[config.mk]
export PLATFORM = sky130hd
export DESIGN_NAME = float32_adder_flush_denormals_core
export DESIGN_NICKNAME = d
export VERILOG_FILES = /design/src/rtl/core/fadd_pkg.sv /design/src/rtl/core/float32_adder_flush_denormals_core.sv /design/src/rtl/core/fadd_align.sv /design/src/rtl/core/fadd_norm.sv /design/src/rtl/core/fadd_round.sv
export SDC_FILE = /design/constraint.sdc
export NUM_CORES = 1
export LEC_CHECK = 0
export ABC_AREA = 1
export ABC_CLOCK_PERIOD_IN_PS = 5600
export BUFFER_PORTS_ARGS = -buffer_cell sky130_fd_sc_hd__buf_4
export CAP_MARGIN = 20
export CORE_ASPECT_RATIO = 1.4
export CORE_MARGIN = 4
export CORE_UTILIZATION = 25
export CTS_BUF_LIST = sky130_fd_sc_hd__clkbuf_16
export CTS_CLUSTER_DIAMETER = 60
export DETAILED_ROUTE_END_ITERATION = 12
export PLACE_DENSITY_LB_ADDON = 0.25
export SKIP_CTS_REPAIR_TIMING = 1
export SYNTH_ARGS = -nofsm -noshare
export SYNTH_HDL_FRONTEND = slang
export SYNTH_SLANG_ARGS = --single-unit
[constraint.sdc]
create_clock -name clk -period 5.6 [get_ports clk]
set_input_delay 0.84 -clock clk [delete_from_list [all_inputs] [get_ports clk]]
set_output_delay 0.84 -clock clk [all_outputs]
set_load 0.02 [all_outputs]
[src/rtl/core/fadd_pkg.sv]
// ----------------------------------------------------------------------------
// fadd_pkg
// shared types and constants of the single-precision adder pipeline
// ----------------------------------------------------------------------------
package fadd_pkg;

    localparam int unsigned WORD_W = 32;
    localparam int unsigned EXP_W = 8;
    localparam int unsigned FRAC_W = 23;
    localparam int unsigned MANT_W = 27;
    localparam int unsigned SHIFT_W = 5;

    localparam logic [WORD_W-1:0] DEFAULT_NAN = 32'hffc0_0000;
    localparam logic [WORD_W-1:0] INF_BITS = 32'h7f80_0000;
    localparam logic [WORD_W-1:0] QUIET_BIT = 32'h0040_0000;
    localparam logic [EXP_W-1:0] EXP_MAX = 8'hff;

    typedef struct packed {
        logic                  special;
        logic [WORD_W-1:0]     special_bits;
        logic                  sign;
        logic                  sub;
        logic [EXP_W-1:0]      exp;
        logic [MANT_W-1:0]     ma;
        logic [MANT_W-1:0]     mb;
    } align_t;

    typedef struct packed {
        logic                  special;
        logic [WORD_W-1:0]     special_bits;
        logic                  sign;
        logic [EXP_W+1:0]      exp;
        logic [MANT_W-1:0]     mant;
    } norm_t;

endpackage

[src/rtl/core/float32_adder_flush_denormals_core.sv]
// ----------------------------------------------------------------------------
// float32_adder_flush_denormals_core
// single-precision adder, denormals flushed, round to nearest-even
// a request passes the align, norm and round stage registers in turn to result valid
// throughput: one request per cycle while the output is not stalled, set by the three-stage pipeline
// a stalled output freezes all stages together
// reset clears the stage valid bits only
// ----------------------------------------------------------------------------
module float32_adder_flush_denormals_core
(
    input  logic         clk,
    input  logic         rst_n,
    input  logic         s_tvalid,
    output logic         s_tready,
    input  logic [63:0]  s_tdata,   // operand_a [31:0], operand_b [63:32]
    output logic         m_tvalid,
    input  logic         m_tready,
    output logic [31:0]  m_tdata    // sum_bits [31:0]
);
    import fadd_pkg::*;

    logic en;
    logic v1;
    logic v2;
    align_t d1;
    norm_t d2;

    assign en = m_tready || !m_tvalid;
    assign s_tready = en;

    fadd_align u_align
    (
        .clk       (clk),
        .rst_n     (rst_n),
        .en        (en),
        .in_valid  (s_tvalid),
        .operand_a (s_tdata[31:0]),
        .operand_b (s_tdata[63:32]),
        .out_valid (v1),
        .out_data  (d1)
    );

    fadd_norm u_norm
    (
        .clk       (clk),
        .rst_n     (rst_n),
        .en        (en),
        .in_valid  (v1),
        .in_data   (d1),
        .out_valid (v2),
        .out_data  (d2)
    );

    fadd_round u_round
    (
        .clk       (clk),
        .rst_n     (rst_n),
        .en        (en),
        .in_valid  (v2),
        .in_data   (d2),
        .out_valid (m_tvalid),
        .out_bits  (m_tdata)
    );
endmodule

[src/rtl/core/fadd_align.sv]
// ----------------------------------------------------------------------------
// fadd_align
// special-case detection, magnitude ordering and mantissa alignment
// ----------------------------------------------------------------------------
module fadd_align
(
    input  logic                         clk,
    input  logic                         rst_n,
    input  logic                         en,
    input  logic                         in_valid,
    input  logic [fadd_pkg::WORD_W-1:0]  operand_a,
    input  logic [fadd_pkg::WORD_W-1:0]  operand_b,
    output logic                         out_valid,
    output fadd_pkg::align_t             out_data
);
    import fadd_pkg::*;

    logic [EXP_W-1:0] ea;
    logic [EXP_W-1:0] eb;
    logic nan_a;
    logic nan_b;
    logic swap;
    logic [WORD_W-1:0] big;
    logic [WORD_W-1:0] small_op;
    logic [EXP_W-1:0] diff;
    logic [MANT_W-1:0] mb_full;
    logic [MANT_W-1:0] mb_shift;
    logic [MANT_W-1:0] lost_mask;
    align_t data_next;
    align_t data_reg;
    logic valid_reg;

    always_comb
    begin
        ea = operand_a[30:23];
        eb = operand_b[30:23];
        nan_a = (ea == EXP_MAX) && (operand_a[22:0] != '0);
        nan_b = (eb == EXP_MAX) && (operand_b[22:0] != '0);
        swap = operand_a[30:0] < operand_b[30:0];
        big = swap ? operand_b : operand_a;
        small_op = swap ? operand_a : operand_b;
        diff = big[30:23] - small_op[30:23];
        mb_full = {1'b1, small_op[22:0], 3'b000};
        lost_mask = ~({MANT_W{1'b1}} << diff[SHIFT_W-1:0]);
        mb_shift = mb_full >> diff[SHIFT_W-1:0];
        data_next.special = 1'b1;
        data_next.special_bits = '0;
        data_next.sign = big[31];
        data_next.sub = big[31] != small_op[31];
        data_next.exp = big[30:23];
        data_next.ma = {1'b1, big[22:0], 3'b000};
        if (diff >= 8'd27)
        begin
            data_next.mb = {{(MANT_W-1){1'b0}}, 1'b1};
        end
        else
        begin
            data_next.mb = mb_shift | {{(MANT_W-1){1'b0}}, |(mb_full & lost_mask)};
        end
        if (ea == EXP_MAX || eb == EXP_MAX)
        begin
            if (nan_a)
            begin
                data_next.special_bits = operand_a | QUIET_BIT;
            end
            else if (nan_b)
            begin
                data_next.special_bits = operand_b | QUIET_BIT;
            end
            else if (ea == EXP_MAX && eb == EXP_MAX)
            begin
                data_next.special_bits = (operand_a == operand_b) ? operand_a : DEFAULT_NAN;
            end
            else
            begin
                data_next.special_bits = (ea == EXP_MAX) ? operand_a : operand_b;
            end
        end
        else if (ea == '0 || eb == '0)
        begin
            if (ea == '0 && eb == '0)
            begin
                data_next.special_bits = operand_a & operand_b & 32'h8000_0000;
            end
            else
            begin
                data_next.special_bits = (ea == '0) ? operand_b : operand_a;
            end
        end
        else
        begin
            data_next.special = 1'b0;
        end
    end

    always_ff @(posedge clk or negedge rst_n)
    begin
        if (!rst_n)
        begin
            valid_reg <= 1'b0;
        end
        else if (en)
        begin
            valid_reg <= in_valid;
        end
    end

    always_ff @(posedge clk)
    begin
        if (en)
        begin
            data_reg <= data_next;
        end
    end

    assign out_valid = valid_reg;
    assign out_data = data_reg;
endmodule

[src/rtl/core/fadd_norm.sv]
// ----------------------------------------------------------------------------
// fadd_norm
// mantissa add or subtract and leading-one normalization
// ----------------------------------------------------------------------------
module fadd_norm
(
    input  logic              clk,
    input  logic              rst_n,
    input  logic              en,
    input  logic              in_valid,
    input  fadd_pkg::align_t  in_data,
    output logic              out_valid,
    output fadd_pkg::norm_t   out_data
);
    import fadd_pkg::*;

    logic [MANT_W:0] sum;
    logic [MANT_W-1:0] diffm;
    logic [SHIFT_W-1:0] lz;
    logic found;
    norm_t data_next;
    norm_t data_reg;
    logic valid_reg;

    always_comb
    begin
        sum = {1'b0, in_data.ma} + {1'b0, in_data.mb};
        diffm = in_data.ma - in_data.mb;
        lz = '0;
        found = 1'b0;
        for (int i = MANT_W - 1; i >= 0; i--)
        begin
            if (!found && diffm[i])
            begin
                found = 1'b1;
                lz = SHIFT_W'(MANT_W - 1 - i);
            end
        end
        data_next.special = in_data.special;
        data_next.special_bits = in_data.special_bits;
        data_next.sign = in_data.sign;
        data_next.exp = {2'b00, in_data.exp};
        data_next.mant = in_data.ma;
        if (!in_data.special)
        begin
            if (!in_data.sub)
            begin
                if (sum[MANT_W])
                begin
                    data_next.exp = {2'b00, in_data.exp} + 10'd1;
                    data_next.mant = sum[MANT_W:1] | {{(MANT_W-1){1'b0}}, sum[0]};
                end
                else
                begin
                    data_next.mant = sum[MANT_W-1:0];
                end
            end
            else if (diffm == '0)
            begin
                data_next.special = 1'b1;
                data_next.special_bits = '0;
            end
            else if ({2'b00, in_data.exp} <= {5'd0, lz})
            begin
                data_next.special = 1'b1;
                data_next.special_bits = {in_data.sign, 31'd0};
            end
            else
            begin
                data_next.exp = {2'b00, in_data.exp} - {5'd0, lz};
                data_next.mant = diffm << lz;
            end
        end
    end

    always_ff @(posedge clk or negedge rst_n)
    begin
        if (!rst_n)
        begin
            valid_reg <= 1'b0;
        end
        else if (en)
        begin
            valid_reg <= in_valid;
        end
    end

    always_ff @(posedge clk)
    begin
        if (en)
        begin
            data_reg <= data_next;
        end
    end

    assign out_valid = valid_reg;
    assign out_data = data_reg;
endmodule

[src/rtl/core/fadd_round.sv]
// ----------------------------------------------------------------------------
// fadd_round
// nearest-even rounding, overflow and underflow, result packing
// ----------------------------------------------------------------------------
module fadd_round
(
    input  logic                         clk,
    input  logic                         rst_n,
    input  logic                         en,
    input  logic                         in_valid,
    input  fadd_pkg::norm_t              in_data,
    output logic                         out_valid,
    output logic [fadd_pkg::WORD_W-1:0]  out_bits
);
    import fadd_pkg::*;

    logic [MANT_W:0] rnd;
    logic [MANT_W-1:0] mant;
    logic [EXP_W+1:0] e;
    logic [WORD_W-1:0] bits_next;
    logic [WORD_W-1:0] bits_reg;
    logic valid_reg;

    always_comb
    begin
        mant = in_data.mant;
        e = in_data.exp;
        rnd = {1'b0, mant} + 28'd8;
        if (mant[2] && (mant[3] || mant[1] || mant[0]))
        begin
            if (rnd[MANT_W])
            begin
                e = in_data.exp + 10'd1;
                mant = rnd[MANT_W:1];
            end
            else
            begin
                mant = rnd[MANT_W-1:0];
            end
        end
        if (in_data.special)
        begin
            bits_next = in_data.special_bits;
        end
        else if (e >= 10'd255)
        begin
            bits_next = {in_data.sign, 31'd0} | INF_BITS;
        end
        else if (e == '0)
        begin
            bits_next = {in_data.sign, 31'd0};
        end
        else
        begin
            bits_next = {in_data.sign, e[EXP_W-1:0], mant[FRAC_W+2:3]};
        end
    end

    always_ff @(posedge clk or negedge rst_n)
    begin
        if (!rst_n)
        begin
            valid_reg <= 1'b0;
        end
        else if (en)
        begin
            valid_reg <= in_valid;
        end
    end

    always_ff @(posedge clk)
    begin
        if (en)
        begin
            bits_reg <= bits_next;
        end
    end

    assign out_valid = valid_reg;
    assign out_bits = bits_reg;
endmodule

==> flow_summary_export.csv <==
group,metric,value,unit
cts,path_clk_slew,0.09,ns
sta,finalClockSkew,0.0195,ns
floorplan,row_count,116,
cts,htreeDepth,4,
cts,cts-root-buf,"clkbuf_16",
worst_setup_path,path_buf_inv,5,
final_layout,multi_input_area,10600,sq um
synth,synth.net_count,2786,
sta,period_needed,5.29,ns
drt,drc_errors,0,
drt,vias_per_cell,4.91,
drt,avgRoutedWirePerCell,19.5,microns
synth,synth_top_cell_area_share,32.5,%
drt,firstDrtPassIters,6,
sta,clock.fmax,0.189,GHz
power,intPower,4830,uW
synth,synth-seq-cells,199,
power,power_density,475,nW/um^2
final_layout,seq_area,5960,sq um
floorplan,die_x,235,microns
sta,finalCritPeriodShare,94.5,%
place,numPortBuffers,101,
synth,ys_types,64,
synth,synth_edf_count,196,
power,netSwitchingFraction,51.6,%
flow_run,drv_cap,0,
final_layout,syn_to_final_growth,16.3,%
grt,grt_usage,18.0,%
floorplan,dieArea,76800,sq um
worst_setup_path,crit_fanout,10,
worst_setup_path,startpoint_type,"flop",
final_layout,final_common_cell,"nand2_1",
grt,grt_pass1_wl,108,mm
power,p_leak,0.00943,uW
worst_setup_path,critPathTopFamily,"simple AND/OR/NAND/NOR gates",
power,power_switching,5160,uW
floorplan,io_pins,102,
synth,async_flop_share,1.51,%
drt,antenna_left,0,
drt,drt_wl_total,72.0,mm
sta,worstMarginPinSlew,1.06,ns
synth,synth_top_cell_by_area,"edfxtp_1",
sta,setup_tns,0,ns
cts,cts_tree,"built",
cts,cts_sinks,199,
synth,synth_area,18100,sq um
synth,synth_area_leaders,"edfxtp_1 (33%), nand2_1 (15%), nand3_1 (7.4%)",
final_layout,nets,2887,
power,pwr-share-comb,60.4,%
worst_hold_path,hold_path.class,"in2async",
final_layout,nFillCells,7972,
grt,grt_pass1_vias,17700,
synth,yosysWarnings,0,
sta,rsz0062_at_grt,"no",
sta,relSlewSlack,29.1,%
grt,grt_overflow,0,
final_layout,drive_above_1_share,11.6,%
worst_setup_path,crit_required,5.90,ns
drt,drtIter0Drc,1566,
place,hpwl,59.0,mm
cts,cts_buffers,17,
place,gp_congestion,1.00,
grt,grt_max_degree,81,
cts,clk_path_buf_depth,2,
synth,synth_cells,2628,
cts,clock_latency,0.47,ns
grt,antenna_found_initial,0,
sta,setup_viol,0,
sta,maxSlewViolCount,0,
final_layout,final_util,29.4,%
synth,synth_ff_type,"edfxtp_1",
worst_setup_path,crit_type,"reg2reg",
final_layout,layout_common_cells,"nand2_1 (703), inv_1 (330), nand3_1 (267), nor2_1 (209)",
final_layout,antenna_cells,0,
floorplan,die_y,326,microns
drt,vias,18100,
synth,syn_area_per_cell,6.89,sq um
status,outcome,"complete, no violations",
power,clkPwrFrac,13.2,%
floorplan,start_util,25.2,%
worst_setup_path,crit_top_cell,"nand2_1",
synth,yosysSeqAreaShare,32.9,%
worst_setup_path,crit_path_end_kind,"flop",
power,ir_drop,0.000314,V
power,p_seq_share,26.4,%
worst_setup_path,slowest_stage,"edfxtp_1",
worst_setup_path,worst_ep_arrival_time,5.59,ns
sta,finalHoldViolCount,0,
worst_setup_path,max_stage_delay,0.46,ns
floorplan,coreArea,71700,sq um
[stage by stage]
step / hold slack, ns / cell area (sq um) / instances / setup slack (ns) / power (uW)
after floorplan: 0.420 / 18100 / 2628 / 0.575 / 6490
after global placement: 0.430 / 20200 / 3648 / 0.138 / 8620
after detailed placement: 0.437 / 20200 / 3648 / 0.0890 / 8570
after CTS: 0.125 / 20800 / 3679 / 0.0736 / 9900
after global routing: 0.130 / 21100 / 3685 / 0.00337 / 10800
final: 0.140 / 21100 / 3685 / 0.309 / 9990
[routing by layer]
layer  wire (microns)  global-route usage, %  vias up
li1                 -                      -     9018
met1            29800                   22.0     8405
met2            35600                   32.0      546
met3             3080                   1.78      132
met4             3480                   8.09        0
met5                0                      0        -
[power groups by stage]
stage	clock, uW	combinational, uW	sequential [uW]
2_1_floorplan	0	3830	2670
3_3_place_gp	0	5950	2680
3_5_place_dp	0	5890	2680
4_1_cts	1340	5910	2650
5_1_grt	1400	6670	2690
6_report	1320	6040	2640
[cell type report]
| cell class | instances | share of cell area, % |
|---|---|---|
| well taps | 944 | 5.61 |
| clock buffers | 17 | 2.02 |
| flip-flops and latches | 199 | 28.3 |
| repair buffers | 183 | 6.60 |
| multi-input cells | 1972 | 50.1 |
| clock inverters | 14 | 0.951 |
| inverters | 356 | 6.36 |
[path summary, 6_finish.rpt]
| path | startpoint | endpoint | slack, ns | cells after the start |
|---|---|---|---|---|
| max | u_align.out_data[30]$_DFFE_PP_ | u_norm.out_data[20]$_DFFE_PP_ | 0.31 | 29 |
| min | rst_n | u_round.out_valid$_DFFE_PN0P_ | 0.14 | 1 |
| max reg2reg | u_align.out_data[30]$_DFFE_PP_ | u_norm.out_data[20]$_DFFE_PP_ | 0.31 | 29 |
| min reg2reg | u_align.out_data[63]$_DFFE_PP_ | u_norm.out_data[37]$_DFFE_PP_ | 0.45 | 0 |
| max in group asynchronous | rst_n | u_norm.out_valid$_DFFE_PN0P_ | 5.37 | 1 |
| min in group clk | u_align.out_data[63]$_DFFE_PP_ | u_norm.out_data[37]$_DFFE_PP_ | 0.45 | 0 |
[registers in the layout (all words and copies together) (netlist names)]
signal	cells
u_norm.out_valid	1
u_round.out_bits	32
u_align.out_valid	1
u_norm.out_data	71
u_round.out_valid	1
u_align.out_data	93
[cells by family after synthesis]
kind of cell	after synthesis	synth area share [%]
DFF	199	32.9
buffers and inverters	457	10.0
muxes	7	0.394
AOI/OAI and AO/OA	454	14.3
xor gates and xnor gates	64	3.10
adders and majority gates	90	6.31
and+or+nand+nor	1357	33.0
[cells in the mapped netlist, types with 27 or more instances]
cell type and count:
a21oi_1 97, buf_2 27, clkbuf_1 52, edfxtp_1 196, ha_1 88, inv_1 330
nand2_1 706, nand3_1 267, nand4_1 57, nor2_1 216, o21ai_0 197, o22ai_1 30
xor2_1 57
(Power assumes the default switching activity.)
